`src/rtl/core/brlm_pkg.sv`:
```
// ----------------------------------------------------------------------------
// brlm_pkg
// Shared widths, constants and controller/datapath interface types for the
// block RMS level meter.
// ----------------------------------------------------------------------------
package brlm_pkg;

  localparam int SAMPLE_W = 16;
  localparam int SQ_W     = 31;  // a square of a 16-bit sample is at most 2^30
  localparam int GAIN_W   = 4;
  localparam int LEVEL_W  = 17;
  localparam int RAD_W    = 32;  // radicand register, the mean padded to even width
  localparam int MEAN_W   = 31;  // the mean of squares is at most 2^30
  localparam int ROOT_W   = 16;
  localparam int REM_W    = 19;
  localparam int PROD_W   = ROOT_W + GAIN_W;
  localparam int SCALED_W = PROD_W + 1;

  localparam logic [GAIN_W-1:0]   GAIN_RESET = 4'd3;
  localparam logic [LEVEL_W-1:0]  FULL_SCALE = 17'h10000;

  // Commands from the controller to the datapath.
  typedef struct packed {
    logic accept;     // a sample transaction completes this cycle
    logic finish;     // fold the last square in and load the divider
    logic div_step;   // one restoring division step
    logic root_load;  // move the quotient into the root unit
    logic root_step;  // one square root step
    logic mul;        // scale the root by twice the gain
    logic out_load;   // write the result register
  } brlm_cmd_t;

  // Status from the datapath to the controller.
  typedef struct packed {
    logic last;       // the offered sample closes the block
    logic step_done;  // the iteration counter is on its final step
    logic out_free;   // the result register can take a new value
  } brlm_sts_t;

endpackage

```
`src/rtl/core/brlm_ctrl.sv`:
```
// ----------------------------------------------------------------------------
// brlm_ctrl
// Controller state machine: sequences accumulation, division, square root,
// scaling and result hand-off.
// ----------------------------------------------------------------------------
module brlm_ctrl
  import brlm_pkg::*;
(
  input  logic      clk,
  input  logic      rst_n,
  input  logic      in_valid,
  output logic      in_stall,
  input  brlm_sts_t sts,
  output brlm_cmd_t cmd
);

  typedef enum logic [2:0] {
    S_ACC,
    S_FIN,
    S_DIV,
    S_RLOAD,
    S_ROOT,
    S_MUL,
    S_OUT
  } state_t;

  state_t state_r;
  state_t state_nxt;
  logic   in_stall_r;
  logic   accept;

  assign accept   = in_valid && !in_stall_r;
  assign in_stall = in_stall_r;

  always_comb begin
    state_nxt = state_r;
    case (state_r)
      S_ACC: begin
        if (accept && sts.last) begin
          state_nxt = S_FIN;
        end
      end
      S_FIN:   state_nxt = S_DIV;
      S_DIV: begin
        if (sts.step_done) begin
          state_nxt = S_RLOAD;
        end
      end
      S_RLOAD: state_nxt = S_ROOT;
      S_ROOT: begin
        if (sts.step_done) begin
          state_nxt = S_MUL;
        end
      end
      S_MUL:   state_nxt = S_OUT;
      S_OUT: begin
        if (sts.out_free) begin
          state_nxt = S_ACC;
        end
      end
      default: state_nxt = S_ACC;
    endcase
  end

  always_comb begin
    cmd           = '0;
    cmd.accept    = accept;
    cmd.finish    = (state_r == S_FIN);
    cmd.div_step  = (state_r == S_DIV);
    cmd.root_load = (state_r == S_RLOAD);
    cmd.root_step = (state_r == S_ROOT);
    cmd.mul       = (state_r == S_MUL);
    cmd.out_load  = (state_r == S_OUT) && sts.out_free;
  end

  always_ff @(posedge clk) begin
    if (!rst_n) begin
      state_r    <= S_ACC;
      in_stall_r <= 1'b0;
    end else begin
      state_r    <= state_nxt;
      in_stall_r <= (state_nxt != S_ACC);
    end
  end

endmodule

```
`src/rtl/core/brlm_dp.sv`:
```
// ----------------------------------------------------------------------------
// brlm_dp
// Datapath: squaring and accumulation, bit-serial divider, digit-by-digit
// square root, gain scaling with clamp, and the result register.
// ----------------------------------------------------------------------------
module brlm_dp
  import brlm_pkg::*;
#(
  parameter int MAX_BLOCK = 4096
) (
  input  logic                       clk,
  input  logic                       rst_n,
  input  brlm_cmd_t                  cmd,
  output brlm_sts_t                  sts,
  input  logic signed [SAMPLE_W-1:0] in_sample_value,
  input  logic                       in_block_end,
  input  logic                       cfg_wr_en,
  input  logic [GAIN_W-1:0]          cfg_wr_data,
  output logic                       out_valid,
  input  logic                       out_stall,
  output logic [LEVEL_W-1:0]         out_level,
  output logic                       out_clipped
);

  localparam int CNT_W  = $clog2(MAX_BLOCK + 1);
  localparam int SUM_W  = SQ_W - 1 + CNT_W;
  localparam int STEP_W = $clog2(SUM_W);

  localparam logic [CNT_W-1:0]  CNT_LAST   = CNT_W'(MAX_BLOCK - 1);
  localparam logic [STEP_W-1:0] DIV_FIRST  = STEP_W'(SUM_W - 1);
  localparam logic [STEP_W-1:0] ROOT_FIRST = STEP_W'(ROOT_W - 1);

  logic [GAIN_W-1:0]   gain_r;
  logic [SQ_W-1:0]     sq_r;
  logic [SUM_W-1:0]    sum_r;
  logic [CNT_W-1:0]    cnt_r;
  logic [CNT_W-1:0]    dvs_r;
  logic [SUM_W-1:0]    dq_r;
  logic [CNT_W-1:0]    drem_r;
  logic [STEP_W-1:0]   step_r;
  logic [RAD_W-1:0]    rad_r;
  logic [REM_W-1:0]    rrem_r;
  logic [ROOT_W-1:0]   root_r;
  logic [SCALED_W-1:0] scaled_r;
  logic                out_valid_r;
  logic [LEVEL_W-1:0]  level_r;
  logic                clipped_r;

  logic signed [2*SAMPLE_W-1:0] sq_full;
  logic                         last;
  logic [CNT_W:0]               dtrial;
  logic                         dge;
  logic [REM_W-1:0]             rshift;
  logic [REM_W-1:0]             rtrial;
  logic                         rge;
  logic [PROD_W-1:0]            prod;
  logic                         over;

  assign sq_full = (2*SAMPLE_W)'(in_sample_value) * (2*SAMPLE_W)'(in_sample_value);
  assign last    = in_block_end || (cnt_r == CNT_LAST);

  // Restoring division: one quotient bit per step, shifted in from the right.
  assign dtrial = {drem_r, dq_r[SUM_W-1]};
  assign dge    = (dtrial >= {1'b0, dvs_r});

  // Square root: two radicand bits per step.
  assign rshift = {rrem_r[REM_W-3:0], rad_r[RAD_W-1 -: 2]};
  assign rtrial = {1'b0, root_r, 2'b01};
  assign rge    = (rshift >= rtrial);

  assign prod = PROD_W'(root_r) * PROD_W'(gain_r);
  assign over = (scaled_r > SCALED_W'(FULL_SCALE));

  assign sts.last      = last;
  assign sts.step_done = (step_r == '0);
  assign sts.out_free  = !out_valid_r || !out_stall;

  always_ff @(posedge clk) begin
    if (!rst_n) begin
      gain_r      <= GAIN_RESET;
      sq_r        <= '0;
      sum_r       <= '0;
      cnt_r       <= '0;
      out_valid_r <= 1'b0;
    end else begin
      if (cfg_wr_en) begin
        gain_r <= cfg_wr_data;
      end
      // The square register reads zero whenever no sample was taken.
      sq_r  <= cmd.accept ? sq_full[SQ_W-1:0] : '0;
      sum_r <= cmd.finish ? '0 : sum_r + SUM_W'(sq_r);
      if (cmd.accept) begin
        cnt_r <= last ? '0 : cnt_r + 1'b1;
      end
      if (cmd.out_load) begin
        out_valid_r <= 1'b1;
      end else if (!out_stall) begin
        out_valid_r <= 1'b0;
      end
    end
  end

  always_ff @(posedge clk) begin
    if (cmd.accept && last) begin
      dvs_r <= cnt_r + 1'b1;
    end
    if (cmd.finish) begin
      dq_r   <= sum_r + SUM_W'(sq_r);
      drem_r <= '0;
      step_r <= DIV_FIRST;
    end else if (cmd.div_step) begin
      dq_r   <= {dq_r[SUM_W-2:0], dge};
      drem_r <= dge ? CNT_W'(dtrial - {1'b0, dvs_r}) : dtrial[CNT_W-1:0];
      step_r <= step_r - 1'b1;
    end
    if (cmd.root_load) begin
      rad_r  <= {1'b0, dq_r[MEAN_W-1:0]};
      rrem_r <= '0;
      root_r <= '0;
      step_r <= ROOT_FIRST;
    end else if (cmd.root_step) begin
      rad_r  <= {rad_r[RAD_W-3:0], 2'b00};
      rrem_r <= rge ? rshift - rtrial : rshift;
      root_r <= {root_r[ROOT_W-2:0], rge};
      step_r <= step_r - 1'b1;
    end
    if (cmd.mul) begin
      scaled_r <= {prod, 1'b0};
    end
    if (cmd.out_load) begin
      level_r   <= over ? FULL_SCALE : scaled_r[LEVEL_W-1:0];
      clipped_r <= over;
    end
  end

  assign out_valid   = out_valid_r;
  assign out_level   = level_r;
  assign out_clipped = clipped_r;

endmodule

```
`src/rtl/core/block_rms_level_meter_unit.sv`:
```
// A result follows the sample that closes its block through the bit-serial divider
//   and the 16-step root.
// Throughput: one sample per cycle inside a block; after the closing sample the input
//   stalls until its result is written, which waits while the previous result is held.
// Reset (synchronous, active low) clears the sum, the count and the result valid,
//   and sets the gain to 3.
// ----------------------------------------------------------------------------
// block_rms_level_meter_unit
// Block RMS level meter: accumulates squared samples per block, then divides,
// takes the integer root, scales by twice the gain and clamps to full scale.
// ----------------------------------------------------------------------------
module block_rms_level_meter_unit
  import brlm_pkg::*;
#(
  parameter int MAX_BLOCK = 4096
) (
  input  logic                       clk,
  input  logic                       rst_n,
  input  logic                       in_valid,
  output logic                       in_stall,
  input  logic signed [SAMPLE_W-1:0] in_sample_value,
  input  logic                       in_block_end,
  output logic                       out_valid,
  input  logic                       out_stall,
  output logic [LEVEL_W-1:0]         out_level,
  output logic                       out_clipped,
  input  logic                       cfg_wr_en,
  input  logic [GAIN_W-1:0]          cfg_wr_data
);

  brlm_cmd_t cmd;
  brlm_sts_t sts;

  brlm_ctrl u_ctrl (
    .clk      (clk),
    .rst_n    (rst_n),
    .in_valid (in_valid),
    .in_stall (in_stall),
    .sts      (sts),
    .cmd      (cmd)
  );

  brlm_dp #(
    .MAX_BLOCK (MAX_BLOCK)
  ) u_dp (
    .clk             (clk),
    .rst_n           (rst_n),
    .cmd             (cmd),
    .sts             (sts),
    .in_sample_value (in_sample_value),
    .in_block_end    (in_block_end),
    .cfg_wr_en       (cfg_wr_en),
    .cfg_wr_data     (cfg_wr_data),
    .out_valid       (out_valid),
    .out_stall       (out_stall),
    .out_level       (out_level),
    .out_clipped     (out_clipped)
  );

`ifndef SYNTHESIS
  // A block-closing transaction must stop the input while the result is computed.
  a_end_stalls: assert property (@(posedge clk) disable iff (!rst_n)
    in_valid && !in_stall && in_block_end |=> in_stall)
    else $error("input not stalled after a block-closing transaction");

  a_clip_full: assert property (@(posedge clk) disable iff (!rst_n)
    out_valid && out_clipped |-> out_level == FULL_SCALE)
    else $error("clipped result is not at full scale");

  a_level_range: assert property (@(posedge clk) disable iff (!rst_n)
    out_valid |-> out_level <= FULL_SCALE)
    else $error("result level above full scale");
`endif

endmodule
```
`config.mk`:
```
export PLATFORM = sky130hd
export DESIGN_NAME = block_rms_level_meter_unit
export DESIGN_NICKNAME = d
export VERILOG_FILES = /design/src/rtl/core/brlm_pkg.sv /design/src/rtl/core/brlm_ctrl.sv /design/src/rtl/core/brlm_dp.sv /design/src/rtl/core/block_rms_level_meter_unit.sv
export SDC_FILE = /design/constraint.sdc
export NUM_CORES = 1
export LEC_CHECK = 0
export ABC_AREA = 1
export BUFFER_PORTS_ARGS = -buffer_cell sky130_fd_sc_hd__buf_4
export CORE_MARGIN = 2
export CORE_UTILIZATION = 45
export CTS_BUF_LIST = sky130_fd_sc_hd__clkbuf_8
export CTS_CLUSTER_DIAMETER = 150
export DETAILED_ROUTE_END_ITERATION = 8
export PLACE_DENSITY_LB_ADDON = 0.3
export REMOVE_ABC_BUFFERS = 1
export SYNTH_ARGS = -nofsm -noshare
export SYNTH_HDL_FRONTEND = slang
export SYNTH_SLANG_ARGS = --single-unit
```
`constraint.sdc`:
```
create_clock -name clk -period 13.7 [get_ports clk]
set_input_delay 2.74 -clock clk [delete_from_list [all_inputs] [get_ports clk]]
set_output_delay 2.74 -clock clk [all_outputs]
set_load 0.02 [all_outputs]
```
* After elaboration in Yosys (flattened, before gate mapping) *
Index checks and enable logic that the tools add are counted.

storage, ports and cells
  register bits = 273
  input port bits = 26
  output and inout bits = 20
  word-level logic and storage cells = 70

operators by class
  $add $sub $neg = 5
  multiply operators = 2
  magnitude comparators = 3
  equal/unequal tests = 8
  multiplexer cells = 17
  bitwise gates (word level) = 1
  reduce and logical (&&, ||, !) cells = 16

operators with widths
  operator               count
  $mux 43                2
  $mux 31                2
  $add 43x31->43         1
  $mul 16x16->31         1
  $mux 13                2
  $gt 21x17->1 const B   1
  $pmux 3 s7             1
  $mul 16x4->20          1
  $ge 19x18->1           1
  $mux 6                 3
  $mux 17                1
  $sub 17x17->17         1
  $ge 14x13->1           1
  $add 13x1->13 const B  1
  $eq 13x12->1 const B   1
  $sub 13x13->13         1
  $mux 3                 4
  $eq 3x3->1 const B     3
  $eq 3x2->1 const B     2
  $logic_not 6->1        1
  $reduce_bool 3->1      2
  $sub 6x1->6 const B    1
  $reduce_bool 2->1      2
  $eq 3x1->1 const B     1
  9 further kinds        15

* Logic depth before layout (Yosys ltp) *
  depth in word-level cells = 6
  mapped depth = 28
  gate-level depth less buffers = 26

* Modules after synthesis *
A second synthesis with hierarchy kept.

unflattened totals
  cell total of the unflattened synthesis = 3406
  area total of the unflattened synthesis = 25781.0 µm²

modules (own cells, without submodules)
  module     instances  cells an instance  area each (µm²)  sequential area each (µm²)
  brlm_dp    1          3360               25495.7          6606.3
  brlm_ctrl  1          46                 285.3            80.1

* Worst setup path before layout *
No wires, ideal clock.

  kind = input -> register
  start = input port in_sample_value[15]
  end = register u_dp.sq_r[23]
  library setup time = 0.070 ns
  arrival = 8.169 ns
  data required time = 13.630 ns
  path slack = 5.461 ns
  stages on the path = 22
  path buffers = 2
  cells stage by stage = clkbuf_1 -> clkbuf_1 -> nand2_1 -> inv_1 -> fa_1 -> inv_1 -> fa_1 -> inv_1 -> fa_1 -> fa_1 -> fa_1 -> inv_1 -> fa_1 -> inv_1 -> ha_1 -> nand2_1 -> nor2_1 -> inv_1 -> nor2_1 -> nand4_1 -> a31o_2 -> a21oi_1

between the ends
  longest elaborated chain between the ends = 1

RTL lines
  what                  RTL line                          text
  from (decl)           block_rms_level_meter_unit.sv:21  input logic signed [SAMPLE_W-1:0] in_sample_value,
  $mul 16x16->31        brlm_dp.sv:59                     assign sq_full = (2*SAMPLE_W)'(in_sample_value) * (2*SAMPLE_W)'(in_sample_value);
  to (signal assigned)  brlm_dp.sv:90                     sq_r <= cmd.accept ? sq_full[SQ_W-1:0] : '0;
  to (decl)             brlm_dp.sv:34                     logic [SQ_W-1:0] sq_r;

Every way passes these cells.
A chain may end at the register's enable or synchronous reset.

* Final worst setup path *
  start = input port in_sample_value[15]
  end = register u_dp.sq_r[22]

Same word-level chain as after synthesis.

==> summary.md <==
| Metric | Value |
|---|---|
| Crit-path max cell delay | `0.55 ns` |
| Post-synthesis mux area share | `0.000436` |
| RSZ-0062 raised after global routing | `no` |
| Final setup violation count | `0` |
| Commonest cells in the netlist | `924 x nand2_1, 757 x inv_1, 259 x fa_1` |
| Seq cells post-synth | `272` |
| CTS tree | `yes` |
| Syn Inst Count | `~3400` |
| Longest Clk Path Bufs | `3` |
| Yosys top cell by area | `fa_1` |
| Final Hold Fails | `0` |
| Initial Util | `0.456` |
| Post-Syn Area | `0.0258 mm2` |
| Core Area | `around 0.057 mm2` |
| Worst R2R Start | `u_dp.gain_r[3]` |
| Tmin final | `8.00 ns` |
| Path depth of the worst reg2reg path | `11` |
| Clk sinks | `272` |
| Reg2reg end | `u_dp.scaled_r[13]` |
| Total CTS buffers | `48` |
| Synthesized area per cell | `7.61 um2` |
| Most used DFF post-synth | `dfxtp_1` |
| Gr ovfl total | `0` |
| Yosys top cell area share | `0.201` |
| Via Count | `20433` |
| Maxcap violations | `0` |
| Total Routing Usage GR | `0.204` |
| Relative slew slack | `0.351` |
| Chip Height | `244 um` |
| Area contributors post-synth | `fa_1 20%, edfxtp_1 14%, nand2_1 13%` |
| Compound-Gate Fraction of Synth Area | `0.0669` |
| Antenna violations before repair | `0` |
| # fillers | `5653` |
| DRT Wirelength | `58400 um` |
| Port Buf Inserts | `between 40 and 50` |
| Worst-path clk slew | `about 0.060 ns` |
| Worst hold path type | `reg -> reg` |
| Vias in the first global route | `20662` |
| Largest family of logic cells by synthesized area | `adder cells` |
| Critical Path Start Type | `input port` |
| Crit-path slowest cell | `fa_1` |
| Ys async rst share | `0` |
| RD Place Congestion | `0.917` |
| Chip Width | `about 240 um` |
| # DRC | `0` |
| DR WL/cell | `13.9 um` |
| Clk root buf | `clkbuf_8` |
| H-tree depth | `2` |
| Layout cell share with drive strength beyond 1 | `0.0599` |
| Setup TNS | `0 ns` |
| Mean number of vias per cell | `around 4.9` |
| Reg2Reg Setup Slack | `10.01 ns` |
| Synthesis-to-layout area growth | `7.39%` |
| CP max FO | `22` |
| Post-synthesis sequential area ratio | `0.259` |
| First-pass GRT wire length | `100000 um` |
| I/O pins | `between 40 and 50` |
| Worst path arrival time | `8.52 ns` |
| Nets | `3880` |
| Count leader, synth | `nand2_1` |
| Clock Skew | `0.0346 ns` |
| XOR/XNOR Fraction of Synth Area | `0.0268` |
| Worst slew pin tran | `about 0.97 ns` |
| Max Slew Vio Count | `0` |
| CP Capture Type | `flop` |
| Clk_lat worst skew | `0.62 ns` |
| Synth warn | `0` |
| Largest net degree at the start of global routing | `75` |
| # diodes | `0` |
| Distinct cells, synth | `55` |
| Post-CTS Setup Repair Bufs | `0` |
| WP data required | `between 10 and 15 ns` |
| Initial DRC Count | `1114` |
| Hold buffers post-CTS | `0` |
| Post-CTS resize count | `0` |
| Period Utilization, post-route | `0.584` |
| CP cell instances | `buf_4 -> clkinv_1 -> nor2_1 -> fa_1 -> fa_1 -> inv_1 -> fa_1 -> inv_1 -> fa_1 -> fa_1 -> inv_1 -> fa_1 -> inv_1 -> ha_1 -> nand2_1 -> nor2_1 -> inv_1 -> nor2_1 -> nand4_1 -> a31o_2 -> a21oi_1` |
| Number of synthesized flops with an enable pin | `124` |
| Hold path cells | `2` |
| Antenna Nets Post-Route | `0` |
| Die Area | `around 0.059 mm2` |
| Setup CP Type | `in -> reg` |
| Worst Hold End | `u_dp.rrem_r[15]` |
| Most used cell, CP | `fa_1` |
| Max Fclk | `0.125 GHz` |
| Row count | `87` |
| Hold Path Origin | `u_dp.rrem_r[15]` |
| Hold slack | `approximately 0.48 ns` |
| Post-Synth Adder-Cell Area | `0.287` |
| Drt pass-1 iters | `5` |
| Post-DP HPWL | `47200 um` |
| Post-synthesis simple-gate area fraction | `0.234` |
| Status | `finished clean` |
## area by class of cell
type / count / area [um2] / area share
multi-input combinational: 2268 / 15900 / 0.573
clock inverter: 32 / 164 / 0.00591
sequential: 272 / 6690 / 0.241
clock buffer: 55 / 757 / 0.0273
timing repair buffer: 50 / 375 / 0.0135
inverter: 777 / 2920 / 0.105
tap: 756 / 946 / 0.0341
## worst max path at each step
stage                     slack, ns            end                 from  depth (start not counted)
after floorplan                5.86  u_dp.sq_r[29]   in_sample_value[2]                         23
after global placement         5.23  u_dp.sq_r[28]  in_sample_value[15]                         22
after detailed placement       5.11  u_dp.sq_r[22]  in_sample_value[15]                         21
after CTS                      5.75  u_dp.sq_r[22]  in_sample_value[15]                         21
after global routing           5.27  u_dp.sq_r[22]  in_sample_value[15]                         21
final                          5.70  u_dp.sq_r[22]  in_sample_value[15]                         21
## cells in the final DEF (no fill, tap or decap), drive strengths merged, types with 2 or more instances in the layout
cell / synthesis / layout
o211ai: 9 / 9
o21a: 3 / 3
or2: 7 / 7
clkinvlp: 0 / 2
dfxtp: 148 / 148
a31o: 5 / 5
o21ai: 90 / 90
nand2: 946 / 946
nand3: 139 / 139
o21bai: 15 / 15
ha: 178 / 178
xor2: 42 / 42
o22ai: 15 / 15
a21boi: 7 / 7
a21o: 9 / 9
nor4: 11 / 11
nor3: 30 / 30
buf: 23 / 50
nand3b: 14 / 14
edfxtp: 124 / 124
a31oi: 4 / 4
fa: 259 / 259
clkbuf: 54 / 55
xnor2: 37 / 37
a21oi: 147 / 147
nor3b: 2 / 2
inv: 775 / 793
and2: 3 / 3
o31ai: 2 / 2
nor2: 253 / 253
clkinv: 2 / 13
nand4: 36 / 36
## per-layer routing
| metal | vias up | part of all wire | GRT usage |
|---|---|---|---|
| li1 | 10417 | - | - |
| met1 | 9501 | 0.45 | 0.263 |
| met2 | 410 | 0.48 | 0.360 |
| met3 | 105 | 0.041 | 0.0216 |
| met4 | 0 | 0.027 | 0.0629 |
| met5 | - | 0 | 0 |
## worst max-delay path, delay by kind of cell
kind            cells  cell delay (ns)
fa+ha+maj           7             3.43
simple gates        5             0.99
buf+inv             7             0.90
compound gates      2             0.41
## per-stage QoR
step	worst slack [ns]	cell area (um2)	cells	utilization
2_1_floorplan	5.86	25500	3317	-
3_3_place_gp	5.23	26800	4123	0.474
3_5_place_dp	5.11	26800	4123	0.474
4_1_cts	5.75	27700	4210	0.490
5_1_grt	5.27	27700	4210	0.490
6_report	5.70	27700	4210	0.490
## state kept, by name (all words and copies together) (netlist names)
signal / cells
u_dp.dq_r: 43
u_dp.sum_r: 43
u_dp.rad_r: 32
u_dp.sq_r: 30
u_dp.scaled_r: 20
u_dp.rrem_r: 17
u_dp.out_level: 16
u_dp.root_r: 16
u_dp.cnt_r: 13
u_dp.drem_r: 13
u_dp.dvs_r: 13
u_dp.step_r: 6
u_dp.gain_r: 4
u_ctrl.state_r: 3
u_ctrl.in_stall: 1
u_dp.out_clipped: 1
u_dp.out_valid: 1
## cell families (layout without fill, tap and decap cells)
logic type | count (synthesis) | in the layout
adders and majority gates | 437 | 437
other | 1 | 1
and+or+nand+nor | 1442 | 1442
muxes | 1 | 1
DFF | 272 | 272
AOI/OAI and AO/OA | 308 | 308
xor gates and xnor gates | 79 | 79
buffers and inverters | 854 | 914
Power is not shown: default switching activity piles up to over one toggle a cycle in this logic, so the estimate is an artifact.
